### config.mk
export PLATFORM = sky130hd
export DESIGN_NAME = min_priority_queue_array_top_flat
export DESIGN_NICKNAME = d
export VERILOG_FILES = /design/src/rtl/mpq_pkg.sv /design/src/rtl/mpq_req_if.sv /design/src/rtl/mpq_rsp_if.sv /design/src/rtl/mpq_store.sv /design/src/rtl/mpq_ctrl.sv /design/src/rtl/min_priority_queue_array_top.sv /design/src/flat_wrapper.sv
export VERILOG_INCLUDE_DIRS = /design/src /design/src/rtl
export SDC_FILE = /design/constraint.sdc
export NUM_CORES = 1
export LEC_CHECK = 0
export ABC_AREA = 1
export ABC_CLOCK_PERIOD_IN_PS = 12400
export BUFFER_PORTS_ARGS = -buffer_cell sky130_fd_sc_hd__buf_4
export CORE_MARGIN = 4
export CORE_UTILIZATION = 65
export DETAILED_ROUTE_END_ITERATION = 12
export PLACE_DENSITY = 0.83
export SYNTH_ARGS = -nofsm -noshare
export SYNTH_HDL_FRONTEND = slang
export SYNTH_SLANG_ARGS = --single-unit
### constraint.sdc
create_clock -name clk_i -period 12.4 [get_ports clk_i]
set_input_delay 1.24 -clock clk_i [delete_from_list [all_inputs] [get_ports clk_i]]
set_output_delay 1.24 -clock clk_i [all_outputs]
set_load 0.02 [all_outputs]
### src/rtl/assert_macros.svh
// ----------------------------------------------------------------------------
// assert_macros.svh
// Assertion helpers shared by the RTL; empty when building for synthesis.
// ----------------------------------------------------------------------------
`ifndef ASSERT_MACROS_SVH
`define ASSERT_MACROS_SVH

`ifndef SYNTHESIS
// Check a property on every rising clock edge outside reset.
`define ASSERT_PROP(lbl, clk, rst_n, prop) \
  lbl: assert property (@(posedge clk) disable iff (!rst_n) prop) \
    else $error("%m: property failed");
// Check that a condition never holds outside reset.
`define ASSERT_NEVER(lbl, clk, rst_n, cond) \
  lbl: assert property (@(posedge clk) disable iff (!rst_n) !(cond)) \
    else $error("%m: forbidden condition seen");
`else
`define ASSERT_PROP(lbl, clk, rst_n, prop)
`define ASSERT_NEVER(lbl, clk, rst_n, cond)
`endif

`endif

### src/rtl/mpq_pkg.sv
// ----------------------------------------------------------------------------
// mpq_pkg
// Shared types and constants of the min-priority queue.
// ----------------------------------------------------------------------------
package mpq_pkg;

  // Sequencer states
  typedef enum logic [1:0] {
    ST_IDLE,
    ST_SCAN,
    ST_RESP
  } state_e;

  // Operation codes of the kind field
  localparam logic KIND_INSERT = 1'b0;
  localparam logic KIND_REMOVE = 1'b1;

  // Capacity register
  localparam int unsigned CFG_W = 5;
  localparam logic [CFG_W-1:0] CFG_RESET = 5'd16;

  // Status flags of one result
  typedef struct packed {
    logic ok;
    logic head_valid;
  } rsp_flags_t;

endpackage

### src/rtl/mpq_req_if.sv
// ----------------------------------------------------------------------------
// mpq_req_if
// Request channel: one operation per transaction.
// ----------------------------------------------------------------------------
interface mpq_req_if #(
  parameter int unsigned VALUE_WIDTH = 32
);
  logic                          valid;
  logic                          ready;
  logic                          kind;
  logic signed [VALUE_WIDTH-1:0] value;

  modport source (output valid, output kind, output value, input ready);
  modport sink   (input valid, input kind, input value, output ready);
endinterface

### src/rtl/mpq_rsp_if.sv
// ----------------------------------------------------------------------------
// mpq_rsp_if
// Result channel: one result per transaction.
// ----------------------------------------------------------------------------
interface mpq_rsp_if #(
  parameter int unsigned VALUE_WIDTH = 32,
  parameter int unsigned CNT_W       = 5
);
  logic                          valid;
  logic                          ready;
  logic                          ok;
  logic signed [VALUE_WIDTH-1:0] removed_value;
  logic                          head_valid;
  logic signed [VALUE_WIDTH-1:0] head_value;
  logic [CNT_W-1:0]              entry_count;

  modport source (output valid, output ok, output removed_value, output head_valid,
                  output head_value, output entry_count, input ready);
  modport sink   (input valid, input ok, input removed_value, input head_valid,
                  input head_value, input entry_count, output ready);
endinterface

### src/rtl/mpq_store.sv
// ----------------------------------------------------------------------------
// mpq_store
// Entry store: one write port, one read port with registered read data.
// ----------------------------------------------------------------------------
module mpq_store #(
  parameter int unsigned DEPTH       = 16,
  parameter int unsigned VALUE_WIDTH = 32,
  localparam int unsigned AW         = $clog2(DEPTH)
) (
  input  logic                          clk_i,
  input  logic                          we_i,
  input  logic [AW-1:0]                 waddr_i,
  input  logic signed [VALUE_WIDTH-1:0] wdata_i,
  input  logic [AW-1:0]                 raddr_i,
  output logic signed [VALUE_WIDTH-1:0] rdata_o
);

  logic signed [VALUE_WIDTH-1:0] mem [DEPTH];
  logic signed [VALUE_WIDTH-1:0] rdata_q;

  always_ff @(posedge clk_i) begin
    if (we_i) begin
      mem[waddr_i] <= wdata_i;
    end
    rdata_q <= mem[raddr_i];
  end

  assign rdata_o = rdata_q;

endmodule

### src/rtl/mpq_ctrl.sv
// ----------------------------------------------------------------------------
// mpq_ctrl
// Sequencer and shared compare unit: insert, remove with compaction, rescan.
// ----------------------------------------------------------------------------
`include "assert_macros.svh"

module mpq_ctrl #(
  parameter int unsigned DEPTH       = 16,
  parameter int unsigned VALUE_WIDTH = 32,
  localparam int unsigned AW         = $clog2(DEPTH),
  localparam int unsigned CNT_W      = $clog2(DEPTH + 1)
) (
  input  logic                           clk_i,
  input  logic                           rst_ni,
  input  logic [mpq_pkg::CFG_W-1:0]      max_entries_i,
  input  logic                           in_valid_i,
  output logic                           in_ready_o,
  input  logic                           in_kind_i,
  input  logic signed [VALUE_WIDTH-1:0]  in_value_i,
  output logic                           resp_valid_o,
  input  logic                           resp_ready_i,
  output mpq_pkg::rsp_flags_t            resp_flags_o,
  output logic signed [VALUE_WIDTH-1:0]  resp_removed_o,
  output logic signed [VALUE_WIDTH-1:0]  resp_head_o,
  output logic [CNT_W-1:0]               resp_count_o,
  output logic                           mem_we_o,
  output logic [AW-1:0]                  mem_waddr_o,
  output logic signed [VALUE_WIDTH-1:0]  mem_wdata_o,
  output logic [AW-1:0]                  mem_raddr_o,
  input  logic signed [VALUE_WIDTH-1:0]  mem_rdata_i
);

  localparam int unsigned CMP_W = (CNT_W > mpq_pkg::CFG_W) ? CNT_W : mpq_pkg::CFG_W;

  mpq_pkg::state_e state_q, state_d;

  logic [CNT_W-1:0]              count_q, count_d;
  logic [AW-1:0]                 min_pos_q, min_pos_d;
  logic signed [VALUE_WIDTH-1:0] head_q, head_d;
  logic signed [VALUE_WIDTH-1:0] removed_q, removed_d;
  logic                          ok_q, ok_d;
  logic [CNT_W-1:0]              rd_idx_q, rd_idx_d;
  logic                          p_vld_q, p_vld_d;
  logic [AW-1:0]                 p_idx_q, p_idx_d;
  logic                          found_q, found_d;
  logic signed [VALUE_WIDTH-1:0] best_q, best_d;
  logic [AW-1:0]                 best_pos_q, best_pos_d;

  logic          can_insert;
  logic          issue;
  logic          scan_done;
  logic          skip;
  logic          above;
  logic          take;
  logic [AW-1:0] dest;

  assign can_insert = (CMP_W'(count_q) < CMP_W'(max_entries_i))
                   && (count_q != CNT_W'(DEPTH));

  // Walk the old entries in order; the removed one is skipped, later ones move down.
  assign issue     = (rd_idx_q < count_q);
  assign scan_done = !issue && !p_vld_q;
  assign skip      = (p_idx_q == min_pos_q);
  assign above     = (p_idx_q > min_pos_q);
  assign dest      = above ? (p_idx_q - AW'(1)) : p_idx_q;
  assign take      = p_vld_q && !skip && (!found_q || (mem_rdata_i < best_q));

  // Next state
  always_comb begin
    state_d = state_q;
    unique case (state_q)
      mpq_pkg::ST_IDLE: begin
        if (in_valid_i) begin
          if ((in_kind_i == mpq_pkg::KIND_REMOVE) && (count_q != '0)) begin
            state_d = mpq_pkg::ST_SCAN;
          end else begin
            state_d = mpq_pkg::ST_RESP;
          end
        end
      end
      mpq_pkg::ST_SCAN: begin
        if (scan_done) begin
          state_d = mpq_pkg::ST_RESP;
        end
      end
      mpq_pkg::ST_RESP: begin
        if (resp_ready_i) begin
          state_d = mpq_pkg::ST_IDLE;
        end
      end
      default: state_d = mpq_pkg::ST_IDLE;
    endcase
  end

  // Outputs and store port
  always_comb begin
    in_ready_o   = (state_q == mpq_pkg::ST_IDLE);
    resp_valid_o = (state_q == mpq_pkg::ST_RESP);
    mem_raddr_o  = rd_idx_q[AW-1:0];
    mem_we_o     = 1'b0;
    mem_waddr_o  = count_q[AW-1:0];
    mem_wdata_o  = in_value_i;
    unique case (state_q)
      mpq_pkg::ST_IDLE: begin
        mem_we_o = in_valid_i && (in_kind_i == mpq_pkg::KIND_INSERT) && can_insert;
      end
      mpq_pkg::ST_SCAN: begin
        mem_we_o    = p_vld_q && above;
        mem_waddr_o = dest;
        mem_wdata_o = mem_rdata_i;
      end
      mpq_pkg::ST_RESP: begin
        mem_we_o = 1'b0;
      end
      default: mem_we_o = 1'b0;
    endcase
  end

  assign resp_flags_o.ok         = ok_q;
  assign resp_flags_o.head_valid = (count_q != '0);
  assign resp_removed_o          = removed_q;
  assign resp_head_o             = (count_q != '0) ? head_q : '0;
  assign resp_count_o            = count_q;

  // Datapath next values
  always_comb begin
    count_d    = count_q;
    min_pos_d  = min_pos_q;
    head_d     = head_q;
    removed_d  = removed_q;
    ok_d       = ok_q;
    rd_idx_d   = rd_idx_q;
    p_vld_d    = 1'b0;
    p_idx_d    = p_idx_q;
    found_d    = found_q;
    best_d     = best_q;
    best_pos_d = best_pos_q;
    unique case (state_q)
      mpq_pkg::ST_IDLE: begin
        if (in_valid_i) begin
          if (in_kind_i == mpq_pkg::KIND_INSERT) begin
            ok_d      = can_insert;
            removed_d = '0;
            if (can_insert) begin
              count_d = count_q + CNT_W'(1);
              if ((count_q == '0) || (in_value_i < head_q)) begin
                head_d    = in_value_i;
                min_pos_d = count_q[AW-1:0];
              end
            end
          end else begin
            ok_d      = (count_q != '0);
            removed_d = (count_q != '0) ? head_q : '0;
            rd_idx_d  = '0;
            found_d   = 1'b0;
          end
        end
      end
      mpq_pkg::ST_SCAN: begin
        if (issue) begin
          rd_idx_d = rd_idx_q + CNT_W'(1);
          p_vld_d  = 1'b1;
          p_idx_d  = rd_idx_q[AW-1:0];
        end
        if (take) begin
          found_d    = 1'b1;
          best_d     = mem_rdata_i;
          best_pos_d = dest;
        end
        if (scan_done) begin
          count_d   = count_q - CNT_W'(1);
          min_pos_d = found_q ? best_pos_q : '0;
          head_d    = found_q ? best_q : head_q;
        end
      end
      mpq_pkg::ST_RESP: begin
        p_vld_d = 1'b0;
      end
      default: p_vld_d = 1'b0;
    endcase
  end

  always_ff @(posedge clk_i or negedge rst_ni) begin
    if (!rst_ni) begin
      state_q   <= mpq_pkg::ST_IDLE;
      count_q   <= '0;
      min_pos_q <= '0;
      p_vld_q   <= 1'b0;
      rd_idx_q  <= '0;
      found_q   <= 1'b0;
      ok_q      <= 1'b0;
    end else begin
      state_q   <= state_d;
      count_q   <= count_d;
      min_pos_q <= min_pos_d;
      p_vld_q   <= p_vld_d;
      rd_idx_q  <= rd_idx_d;
      found_q   <= found_d;
      ok_q      <= ok_d;
    end
  end

  always_ff @(posedge clk_i) begin
    head_q     <= head_d;
    removed_q  <= removed_d;
    p_idx_q    <= p_idx_d;
    best_q     <= best_d;
    best_pos_q <= best_pos_d;
  end

  `ASSERT_NEVER(a_count_le_depth, clk_i, rst_ni, count_q > CNT_W'(DEPTH))
  `ASSERT_PROP(a_min_in_range, clk_i, rst_ni, ((state_q == mpq_pkg::ST_IDLE) && (count_q != '0)) |-> (CNT_W'(min_pos_q) < count_q))
  `ASSERT_NEVER(a_shift_in_range, clk_i, rst_ni, (state_q == mpq_pkg::ST_SCAN) && mem_we_o && (CNT_W'(mem_waddr_o) >= count_q))
  `ASSERT_PROP(a_remove_drops_one, clk_i, rst_ni, ((state_q == mpq_pkg::ST_SCAN) && scan_done) |=> (count_q == CNT_W'($past(count_q) - CNT_W'(1))))

endmodule

### src/rtl/min_priority_queue_array_top.sv
// ----------------------------------------------------------------------------
// min_priority_queue_array_top
// Min-priority queue over an insertion-ordered store with a minimum index.
// ----------------------------------------------------------------------------
//
//   channel  direction  handshake            payload
//   req_i    in         valid / ready        kind, value
//   rsp_o    out        valid / ready        ok, removed_value, head_valid,
//                                            head_value, entry_count
//   cfg      in         cfg_we_i (no ready)  cfg_wdata_i = max_entries
//
// An insert, or a remove on an empty queue, goes from acceptance through the
// sequencer's result state into the result register. A remove makes one pass
// over the store through its single read port, compacting later entries and
// rescanning for the minimum with one shared compare per cycle. The request
// side is ready only while the sequencer is idle. The result register lets a
// new transaction enter while the previous result still waits; the sequencer
// holds when it is full.
// Reset (rst_ni, asynchronous) empties the queue and sets capacity to 16;
// store contents are not cleared and need no clearing pass.
// ----------------------------------------------------------------------------
module min_priority_queue_array_top #(
  parameter int unsigned DEPTH       = 16,
  parameter int unsigned VALUE_WIDTH = 32
) (
  input  logic                      clk_i,
  input  logic                      rst_ni,
  input  logic                      cfg_we_i,
  input  logic [mpq_pkg::CFG_W-1:0] cfg_wdata_i,
  mpq_req_if.sink                   req_i,
  mpq_rsp_if.source                 rsp_o
);

  localparam int unsigned AW    = $clog2(DEPTH);
  localparam int unsigned CNT_W = $clog2(DEPTH + 1);

  // Capacity register
  logic [mpq_pkg::CFG_W-1:0] max_entries_q;

  always_ff @(posedge clk_i or negedge rst_ni) begin
    if (!rst_ni) begin
      max_entries_q <= mpq_pkg::CFG_RESET;
    end else if (cfg_we_i) begin
      max_entries_q <= cfg_wdata_i;
    end
  end

  // Sequencer to store
  logic                          mem_we;
  logic [AW-1:0]                 mem_waddr;
  logic signed [VALUE_WIDTH-1:0] mem_wdata;
  logic [AW-1:0]                 mem_raddr;
  logic signed [VALUE_WIDTH-1:0] mem_rdata;

  // Sequencer to result register
  logic                          resp_valid;
  logic                          resp_ready;
  mpq_pkg::rsp_flags_t           resp_flags;
  logic signed [VALUE_WIDTH-1:0] resp_removed;
  logic signed [VALUE_WIDTH-1:0] resp_head;
  logic [CNT_W-1:0]              resp_count;

  mpq_ctrl #(
    .DEPTH       (DEPTH),
    .VALUE_WIDTH (VALUE_WIDTH)
  ) u_ctrl (
    .clk_i          (clk_i),
    .rst_ni         (rst_ni),
    .max_entries_i  (max_entries_q),
    .in_valid_i     (req_i.valid),
    .in_ready_o     (req_i.ready),
    .in_kind_i      (req_i.kind),
    .in_value_i     (req_i.value),
    .resp_valid_o   (resp_valid),
    .resp_ready_i   (resp_ready),
    .resp_flags_o   (resp_flags),
    .resp_removed_o (resp_removed),
    .resp_head_o    (resp_head),
    .resp_count_o   (resp_count),
    .mem_we_o       (mem_we),
    .mem_waddr_o    (mem_waddr),
    .mem_wdata_o    (mem_wdata),
    .mem_raddr_o    (mem_raddr),
    .mem_rdata_i    (mem_rdata)
  );

  mpq_store #(
    .DEPTH       (DEPTH),
    .VALUE_WIDTH (VALUE_WIDTH)
  ) u_store (
    .clk_i   (clk_i),
    .we_i    (mem_we),
    .waddr_i (mem_waddr),
    .wdata_i (mem_wdata),
    .raddr_i (mem_raddr),
    .rdata_o (mem_rdata)
  );

  // Result register: load when empty or being drained, hold otherwise.
  logic                          out_valid_q;
  mpq_pkg::rsp_flags_t           out_flags_q;
  logic signed [VALUE_WIDTH-1:0] out_removed_q;
  logic signed [VALUE_WIDTH-1:0] out_head_q;
  logic [CNT_W-1:0]              out_count_q;

  assign resp_ready = !out_valid_q || rsp_o.ready;

  always_ff @(posedge clk_i or negedge rst_ni) begin
    if (!rst_ni) begin
      out_valid_q <= 1'b0;
    end else if (resp_ready) begin
      out_valid_q <= resp_valid;
    end
  end

  always_ff @(posedge clk_i) begin
    if (resp_valid && resp_ready) begin
      out_flags_q   <= resp_flags;
      out_removed_q <= resp_removed;
      out_head_q    <= resp_head;
      out_count_q   <= resp_count;
    end
  end

  assign rsp_o.valid         = out_valid_q;
  assign rsp_o.ok            = out_flags_q.ok;
  assign rsp_o.removed_value = out_removed_q;
  assign rsp_o.head_valid    = out_flags_q.head_valid;
  assign rsp_o.head_value    = out_head_q;
  assign rsp_o.entry_count   = out_count_q;

endmodule
### src/flat_wrapper.sv
// flat-port wrapper written by rule: the top's interface ports become plain ports
module min_priority_queue_array_top_flat 
#(
  parameter int unsigned DEPTH       = 16,
  parameter int unsigned VALUE_WIDTH = 32
)
  (clk_i, rst_ni, cfg_we_i, cfg_wdata_i, req_i_valid, req_i_kind, req_i_value, req_i_ready, rsp_o_valid, rsp_o_ok, rsp_o_removed_value, rsp_o_head_valid, rsp_o_head_value, rsp_o_entry_count, rsp_o_ready);
  mpq_req_if #(.VALUE_WIDTH(VALUE_WIDTH)) req_i_i ();
  mpq_rsp_if #(.VALUE_WIDTH(VALUE_WIDTH)) rsp_o_i ();
  input  logic clk_i;
  input  logic rst_ni;
  input  logic cfg_we_i;
  input  logic [mpq_pkg::CFG_W-1:0] cfg_wdata_i;
  input wire logic [$bits(req_i_i.valid)-1:0] req_i_valid;
  input wire logic [$bits(req_i_i.kind)-1:0] req_i_kind;
  input wire logic [$bits(req_i_i.value)-1:0] req_i_value;
  output wire logic [$bits(req_i_i.ready)-1:0] req_i_ready;
  output wire logic [$bits(rsp_o_i.valid)-1:0] rsp_o_valid;
  output wire logic [$bits(rsp_o_i.ok)-1:0] rsp_o_ok;
  output wire logic [$bits(rsp_o_i.removed_value)-1:0] rsp_o_removed_value;
  output wire logic [$bits(rsp_o_i.head_valid)-1:0] rsp_o_head_valid;
  output wire logic [$bits(rsp_o_i.head_value)-1:0] rsp_o_head_value;
  output wire logic [$bits(rsp_o_i.entry_count)-1:0] rsp_o_entry_count;
  input wire logic [$bits(rsp_o_i.ready)-1:0] rsp_o_ready;
  assign req_i_i.valid = req_i_valid;
  assign req_i_i.kind = req_i_kind;
  assign req_i_i.value = req_i_value;
  assign req_i_ready = req_i_i.ready;
  assign rsp_o_valid = rsp_o_i.valid;
  assign rsp_o_ok = rsp_o_i.ok;
  assign rsp_o_removed_value = rsp_o_i.removed_value;
  assign rsp_o_head_valid = rsp_o_i.head_valid;
  assign rsp_o_head_value = rsp_o_i.head_value;
  assign rsp_o_entry_count = rsp_o_i.entry_count;
  assign rsp_o_i.ready = rsp_o_ready;
  min_priority_queue_array_top #(.DEPTH(DEPTH), .VALUE_WIDTH(VALUE_WIDTH)) u_core (.clk_i(clk_i), .rst_ni(rst_ni), .cfg_we_i(cfg_we_i), .cfg_wdata_i(cfg_wdata_i), .req_i(req_i_i), .rsp_o(rsp_o_i));
endmodule
# Word-level counts from Yosys, hierarchy flattened
# Memory sizes are Yosys's and may differ from the RTL's. A register that Yosys moved wholly into a read port is not among the register bits.
# Index checks and enable logic that the tools add are counted.
# classes
addsub	4
eq_ne	14
bitwise	1
reduce_logical	30
n_lt_le_gt_ge	5
muxes	42
# ops
operator	n
2-to-1 mux 32 bit	8
less-than comparator 32 bit	2
case mux 32 bit (2 select lines)	1
2-to-1 mux 5 bit	7
2-to-1 mux 4 bit	8
case mux 5 bit (2 select lines)	2
inequality test 2 bit, second input constant	8
adder 5 x 1 -> 5 bit, second input constant	2
less-than comparator 5 bit	2
logical AND 1 bit	9
2-to-1 mux 1 bit	8
2-to-1 mux 2 bit	4
case mux 4 bit (2 select lines)	1
AND reduction 4 bit	2
AND reduction 7 bit	1
case mux 2 bit (3 select lines)	1
AND reduction 2 bit	3
AND reduction 6 bit	1
zero test 1 bit	5
zero test 5 bit	1
inequality test 5 bit, second input constant	1
AND reduction 5 bit	1
nonzero test 5 bit	1
subtractor 5 x 1 -> 5 bit, second input constant	1
12 further kinds	16
# totals
register_bits	200
in_bits	43
mem_bits_rw	512
mem_count	1
# memory_table
memory	words	word_bits	rd	rd_clocked_by_memory_dff	wr	line	text
u_core.u_store.mem	16	32	1	1	1	mpq_store.sv:18	logic signed [VALUE_WIDTH-1:0] mem [DEPTH];

# Longest topological paths before layout
# Gate-level depths: netlist of run 1.
# logic_depth
depth_word	7
ltp_mapped	17
mapped_depth_nobuf	17

# By module
# A second synthesis of run 1 with hierarchy kept.
# hier_totals
cells_unflattened	3041
hier_area_um2	32361.0
# modules_own_cells
mod	cells_each	n_inst	area_per_inst_um2
mpq_store	2122	1	22745.6
mpq_ctrl	821	1	7234.4
min_priority_queue_array_top	98	1	2381.0

# Worst setup path before layout of run 1
# OpenSTA, ideal clock, no wires.
# synth_timing
kind	input -> register
start	in rsp_o_ready
end	reg u_core.out_count_q[0], in the netlist u_core.rsp_o.entry_count[0] (enable)
setup_ps	501
arrival_ps	4245
stages	2
path_slack_ps	7653
t_required_ps	11899
path_buffers	0
path_cell_list	nor2_1 nor2_1
# synth_via
elab_chain_cells	2
# synth_lines
element	line	text
start: declaration	flat_wrapper.sv:24	input wire logic [$bits(rsp_o_i.ready)-1:0] rsp_o_ready;
logical OR 1 bit	min_priority_queue_array_top.sv:106	assign resp_ready = !out_valid_q || rsp_o.ready;
logical AND 1 bit	min_priority_queue_array_top.sv:117	if (resp_valid && resp_ready) begin
end signal: assignment	min_priority_queue_array_top.sv:121	out_count_q <= resp_count;
end: declaration	min_priority_queue_array_top.sv:104	logic [CNT_W-1:0] out_count_q;
# Every way passes these cells.
# A chain may end at the register's enable or synchronous reset.

# Worst setup path in the final report of run 1
# layout_timing
start	in req_i_valid
end	mem u_core.u_store.mem[2][17] (enable)
# layout_via
elab_chain_cells	5
# layout_lines
element	line	text
start: declaration	flat_wrapper.sv:14	input wire logic [$bits(req_i_i.valid)-1:0] req_i_valid;
logical AND 1 bit (2 in series)	mpq_ctrl.sv:105	mem_we_o = in_valid_i && (in_kind_i == mpq_pkg::KIND_INSERT) && can_insert;
case mux 1 bit (2 select lines)	mpq_ctrl.sv:103	unique case (state_q)
2-to-1 mux 1 bit	mpq_store.sv:22	if (we_i) begin
2-to-1 mux 1 bit (implied by the code)	mpq_store.sv:23	mem[waddr_i] <= wdata_i;
end: declaration	mpq_store.sv:18	
# Every way passes these cells.

==> impl_metrics.toml, run 1 <==
[drt]
drc_errors = 0
drt_iter0_drc = 3003
antenna_left = 0
wire_per_inst_um = 22.3
first_pass_iters = 6
wirelength_um = 67900
dr_total_vias = 19000
vias_per_cell = 6.25

[placed_design]
pre_cts_slack_ns = 7.70
dp_hpwl_um = 42100
port_buffers = 115
place.gp.congestion = 0.881

[timing]
min_period_ns = 4.17
tns_ns = 0
min_period_over_period_pct = 33.6
final_hold_viol_count = 0
fmax_ghz = 0.240
slew_headroom_pct = 22.8
rsz0062_at_grt = "false"
setup_viol = 0
slew_violations = 0
tightestPinTransition_ns = 1.16
finalClockSkew_ns = 0.0143
layout_setup_ws_ns = 8.23

[yosys]
synth_cells = 2293
synthesis.nets = 2416
synth_area_sq_um = 30000
yosys_warnings = 0
yosysSeqAreaShare_pct = 72.9
ys_ff_latch = 744
ys_types = 38
yosysTopAreaCell = "edfxtp_1"
synth_area_per_cell_sq_um = 13.1
netlist.area_leader.share_pct = 68.7
synth.area.top_cells = "edfxtp_1 (69%), nor2_1 (4.4%), nand2_1 (3.9%)"

[grt]
grt_pass1_vias = 18800
grt_max_degree = 117
grt_usage_pct = 27.1
grt_pass1_wl_um = 105000
antenna_found_initial = 0
grt_overflow = 0

[die]
die_h_um = 223
die-area_sq_um = 49700
ioPinCount = 116
start_util_pct = 66.0
die_x_um = 223
core_sq_um = 45500
row_count = 78

[finish]
register_area_sq_um = 21900
multi_input_area_sq_um = 7190
antenna_cells = 0
layout-drive-gt1-share_pct = 11.2
num-fill-cells = 2680
syn_to_final_growth_pct = 12.2
num-nets-final = 2507

[clock_network]
insertion_delay_ns = 0.59
ctsHtreeMaxLevel = 3
root_buffer = "clkbuf_16"
clock_sinks = 744
cts_made_buffers = 72
cts_tree = "built"
cts_resized = 0
path_clk_slew_ns = 0.06
post_cts_buffers = 0
cts_max_path_buffers = 3
ctsHoldBuffers = 0

[min_path]
hp-class = "reg2reg"

[power_and_ir_drop]
p_leak_nw = 12.3
powerDensity_nw_per_um2 = 245
vdd_drop_max_mv = 0.154

[setup_path]
crit_path_max_fanout = 35
cp_data_required_time_ns = 12.60
endpoint_kind = "flop"
path_class = "in2reg"
cp-start-kind = "input pin"
cp_data_arrival_time_ns = 4.37

[run]
maxCapViolCount = 0

[run_status]
status = "finished, final reports clean"
## worst max-delay path, cell delays in order
cell and delay, ns:
buf_4 0.08, inv_1 0.07, nor2_4 0.76, nand3_1 0.32, o21ai_1 0.39, nand3_1 0.48
nor2_4 1.02
## synthesized netlist by cell type (all sizes together)
cell    number
nor3         3
o21a         3
xnor2        2
dfxtp       32
inv        153
nor4         3
o21ba        1
xor2         5
edfxtp     687
o211ai      15
buf         35
fa           1
nand2      312
a31oi        1
dfrtp       24
nand3       78
clkinv       1
nor2       355
o221ai      51
clkbuf      79
o32ai       77
a21oi       43
a31o         2
mux2i       51
dfstp        1
nand4        7
o21ai      192
ha          79
## registers in the layout, indices dropped and copies added, names as in the netlist, 32 cells and up
register                      count
u_core.u_ctrl.resp_removed_o     32
u_core.u_store.rdata_o           32
u_core.u_ctrl.best_q             32
u_core.u_ctrl.head_q             32
u_core.rsp_o.head_value          32
u_core.rsp_o.removed_value       32
u_core.u_store.mem              512
## logic make-up (layout without fill, tap and decap cells)
group | count (synthesis) | count (layout) | share of synthesized area, %
flops | 744 | 744 | 72.9
simple gates | 758 | 758 | 10.0
mux | 51 | 51 | 1.70
compound gates | 385 | 385 | 8.21
xor+xnor | 7 | 7 | 0.204
buf+inv | 268 | 416 | 3.57
fa+ha+maj | 80 | 80 | 3.36
## final timing paths
path / startpoint / to / slack (ns) / cells past startpoint
worst min register to register: u_core.u_ctrl.resp_removed_o[20] / u_core.rsp_o.removed_value[20] / 0.42 / 0
min in group asynchronous: rst_ni / u_core.rsp_o.valid / 0.54 / 1
max in group asynchronous: rst_ni / u_core.max_entries_q[4] / 11.56 / 1
worst max register to register: u_core.u_ctrl.state_q[1] / u_core.u_store.mem[2][17] / 8.36 / 7
worst max-delay path: req_i_valid / u_core.u_store.mem[2][17] / 8.23 / 7
worst min-delay path: u_core.u_ctrl.resp_removed_o[20] / u_core.rsp_o.removed_value[20] / 0.42 / 0
## layer usage
| metal | part of all wire [%] | track usage [%] |
|---|---|---|
| met1 | 39 | 38.5 |
| met2 | 47 | 42.8 |
| met4 | 2.3 | 8.25 |
| met5 | 0 | 0 |
| met3 | 12 | 6.43 |
## area by class of cell
cell class,instances,area share [%]
Clock inverter,40,0.991
Timing Repair Buffer,131,2.92
Inverter,154,1.74
Clock buffer,91,5.78
Sequential cell,744,65.0
Tap cell,600,2.23
Multi-Input combinational cell,1281,21.3
## report_power, final
group          internal (mW)  switching, mW  total (mW)  leakage [nW]
logic                  0.682           1.80        2.48          4.33
clock network           1.22          0.904        2.12          1.11
registers               3.43          0.226        3.65          6.83
total                   5.33           2.93        8.26          12.3
## cells in the final DEF, fill, tap and decap left out, types with 2 or more instances in the layout
cell | netlist | final
a21oi_1 | 43 | 43
a31o_2 | 2 | 2
buf_4 | 8 | 131
bufinv_16 | 0 | 5
clkbuf_1 | 79 | 15
clkbuf_16 | 0 | 75
clkinv_1 | 1 | 14
clkinv_2 | 0 | 14
clkinvlp_4 | 0 | 4
dfrtp_1 | 24 | 21
dfrtp_4 | 0 | 2
dfxtp_1 | 32 | 32
edfxtp_1 | 687 | 687
ha_1 | 79 | 79
inv_1 | 147 | 146
inv_2 | 5 | 5
inv_6 | 0 | 5
mux2i_1 | 51 | 51
nand2_1 | 310 | 310
nand3_1 | 78 | 78
nand4_1 | 6 | 6
nor2_1 | 352 | 333
nor2_2 | 0 | 2
nor2_4 | 3 | 20
nor3_1 | 3 | 3
nor4_1 | 3 | 3
o211ai_1 | 15 | 15
o21a_1 | 3 | 3
o21ai_0 | 183 | 183
o21ai_1 | 9 | 9
o221ai_1 | 51 | 51
o32ai_1 | 77 | 77
xnor2_1 | 2 | 2
xor2_1 | 5 | 5
## stage by stage
step	util [%]	cell area [sq um]	hold slack [ns]	cells	power [mW]
finish	74.1	33700	0.418	3041	8.26
global route	74.1	33700	0.425	3041	8.65
CTS	74.1	33700	0.420	3041	8.23
detailed placement	69.1	31400	0.405	2910	6.10
global placement	69.1	31400	0.402	2910	5.95
floorplan	-	30000	0.400	2293	5.19
(Power assumes the default switching activity.)
==> inputs of run 2 (changes only) <==
--- a/config.mk
+++ b/config.mk
@@ -6,13 +6,13 @@
 export SDC_FILE = /design/constraint.sdc
 export NUM_CORES = 1
 export LEC_CHECK = 0
-export ABC_AREA = 1
-export ABC_CLOCK_PERIOD_IN_PS = 12400
+export ABC_AREA = 0
+export ABC_CLOCK_PERIOD_IN_PS = 3850
 export BUFFER_PORTS_ARGS = -buffer_cell sky130_fd_sc_hd__buf_4
 export CORE_MARGIN = 4
-export CORE_UTILIZATION = 65
+export CORE_UTILIZATION = 61
 export DETAILED_ROUTE_END_ITERATION = 12
-export PLACE_DENSITY = 0.83
+export PLACE_DENSITY = 0.79
 export SYNTH_ARGS = -nofsm -noshare
 export SYNTH_HDL_FRONTEND = slang
 export SYNTH_SLANG_ARGS = --single-unit
==> constraint.sdc (replaced) <==
create_clock -name clk_i -period 3.85 [get_ports clk_i]
set_input_delay 0.385 -clock clk_i [delete_from_list [all_inputs] [get_ports clk_i]]
set_output_delay 0.385 -clock clk_i [all_outputs]
set_load 0.02 [all_outputs]
==> impl_metrics.toml, run 2 <==
[timing]
min_period_ns = 3.48
fmax_ghz = 0.287
finalClockSkew_ns = 0.0277
hold_ws_ns = 0.0109
setup_viol = 0
min_period_over_period_pct = 90.5
tightestPinTransition_ns = 1.06
slew_headroom_pct = 29.5
rsz0062_at_grt = "false"
layout_setup_ws_ns = 0.366
slew_violations = 0
final_hold_viol_count = 0

[drt]
dr_total_vias = 15300
drt_iter0_drc = 1997
top_layer = "met4"
drc_errors = 0
wirelength_um = 66100
wl_met3_um = 5820
vias_per_cell = 6.37
antenna_left = 0
wire_per_inst_um = 27.5
first_pass_iters = 5
wl_met2_um = 32900
drt-met1-wl_um = 25100

[power_and_ir_drop]
p_switching_mw = 7.87
internal_power_mw = 17.6
p_leak_nw = 11.9
p_comb_share_pct = 27.8
powerDensity_nw_per_um2 = 754
seq_power_share_pct = 44.7
clkPwrFrac_pct = 27.5
vdd_drop_max_mv = 0.547
p_sw_share_pct = 30.8

[setup_path]
endpoint_kind = "flop"
cp_top_family = "compound AO/OA/AOI/OAI gates"
path_class = "reg2reg"
cp_data_arrival_time_ns = 3.78
max_stage_delay_ns = 0.64
cp-start-kind = "flop"
path_cells = "inv_1 -> ha_1 -> a21o_1 -> a211o_1 -> a2111oi_0 -> o31ai_1 -> a221oi_1 -> nor4b_1 -> o2111ai_1 -> and3_2 -> buf_12"
cp_data_required_time_ns = 4.14
crit_path_max_fanout = 24
crit_slowest_cell = "a221oi_1"
critPathBufInv = 2

[die]
ioPinCount = 116
die-area_sq_um = 51700
row_count = 80
core_sq_um = 47600
die_x_um = 227
start_util_pct = 61.6
die_h_um = 227

[clock_network]
root_buffer = "clkbuf_16"
cts_max_path_buffers = 3
clock_sinks = 744
path_clk_slew_ns = 0.06
cts_resized = 0
cts_made_buffers = 73
ctsHtreeMaxLevel = 3
ctsHoldBuffers = 6
insertion_delay_ns = 0.62
cts_tree = "built"
post_cts_buffers = 0

[yosys]
synth_area_sq_um = 29300
ys.flop_type = "edfxtp_1"
synth_area_per_cell_sq_um = 18.9
synth_cells = 1553
synth_commonest_cells = "edfxtp_1 (687), mux4_2 (160), nand2_1 (134)"
yosys_warnings = 0
netlist.area_leader.share_pct = 70.3
yosysSeqAreaShare_pct = 74.6
synth_edf_count = 687
async_flop_share_pct = 3.36
ys_types = 59
yosysTopAreaCell = "edfxtp_1"
synthesis.nets = 1676
synth_most_common_cell = "edfxtp_1"
synth.area.top_cells = "edfxtp_1 (70%), mux4_2 (12%), ha_1 (3.4%)"
ys_ff_latch = 744

[placed_design]
place_area_sq_um = 31400
dp_hpwl_um = 38100
place.gp.congestion = 0.858
port_buffers = 115
pre_cts_slack_ns = 0.490

[grt]
grt_max_degree = 73
antenna_found_initial = 0
grt_pass1_vias = 15700
grt_overflow = 0
grt_pass1_wl_um = 99000
grt_usage_pct = 26.2

[finish]
syn_to_final_growth_pct = 15.4
final_area_sq_um = 33900
largest_reg_flops = 512
fin_util_pct = 71.0
final_cell_mix = "edfxtp_1 (687), mux4_2 (160), buf_4 (151)"
antenna_cells = 0
layout-drive-gt1-share_pct = 26.2
num-nets-final = 1855
final_common_cell = "edfxtp_1"
top_register = "u_core.u_store.mem"

[run]
maxCapViolCount = 0

[min_path]
hp-class = "in2reg"

[run_status]
status = "finished, final reports clean"
==> run 2: final cells by class <==
class / instances / area (sq um)
multi-input cells: 661 / 7080
well taps: 615 / 769
clock inverters: 32 / 332
clock buffers: 104 / 2030
inverters: 84 / 319
flip-flops and latches: 744 / 21900
fillers: 2769 / 13800
repair buffers: 168 / 1410
==> run 2: worst reg2reg max path, cell delays in order, from the launching register on <==
cell       delay, ns
edfxtp_1        0.37
inv_1           0.08
ha_1            0.24
a21o_1          0.17
a211o_1         0.31
a2111oi_0       0.40
o31ai_1         0.14
a221oi_1        0.64
nor4b_1         0.16
o2111ai_1       0.21
and3_2          0.25
buf_12          0.20
==> run 2: final timing paths <==
check	start	cells past startpoint	slack [ns]	to
max	u_core.u_ctrl.best_q[9]	11	0.37	u_core.u_ctrl.best_q[9]
min	cfg_wdata_i[4]	3	0.01	u_core.max_entries_q[4]
max reg2reg	u_core.u_ctrl.best_q[9]	11	0.37	u_core.u_ctrl.best_q[9]
min reg2reg	u_core.u_ctrl.resp_removed_o[21]	0	0.42	u_core.rsp_o.removed_value[21]
max in group asynchronous	rst_ni	2	3.33	u_core.max_entries_q[4]
min in group asynchronous	rst_ni	2	0.23	u_core.max_entries_q[3]
==> run 2: kinds of logic (layout without fill, tap and decap cells) <==
family	count (synthesis)	count (layout)	synth area share, %
fa+ha+maj	80	80	3.44
xor+xnor	12	12	0.384
flops	744	744	74.6
buf+inv	148	388	1.94
mux	167	167	12.5
simple gates	238	238	3.49
compound gates	164	164	3.57
==> run 2: power by group through the flow <==
stage	Sequential [mW]	Combinational [mW]	Clock, mW
after floorplan	11.6	4.52	0
final	11.4	7.08	7.02
after CTS	11.4	7.09	7.12
after global placement	11.5	6.71	0
after global routing	11.5	7.67	7.50
after detailed placement	11.6	6.99	0
==> run 2: metal layers <==
layer | global-route usage (%) | vias up
li1 | - | 6506
met1 | 35.7 | 7874
met2 | 42.7 | 815
met3 | 5.75 | 151
met4 | 9.66 | 0
met5 | 0 | -
==> run 2: per-stage QoR <==
stage	cells	power [mW]	TNS [ns]
final	2408	25.5	0
after global routing	2408	26.7	0
after CTS	2408	25.6	0
after detailed placement	2266	18.5	0
after global placement	2266	18.2	0
after floorplan	1553	16.1	-112.97
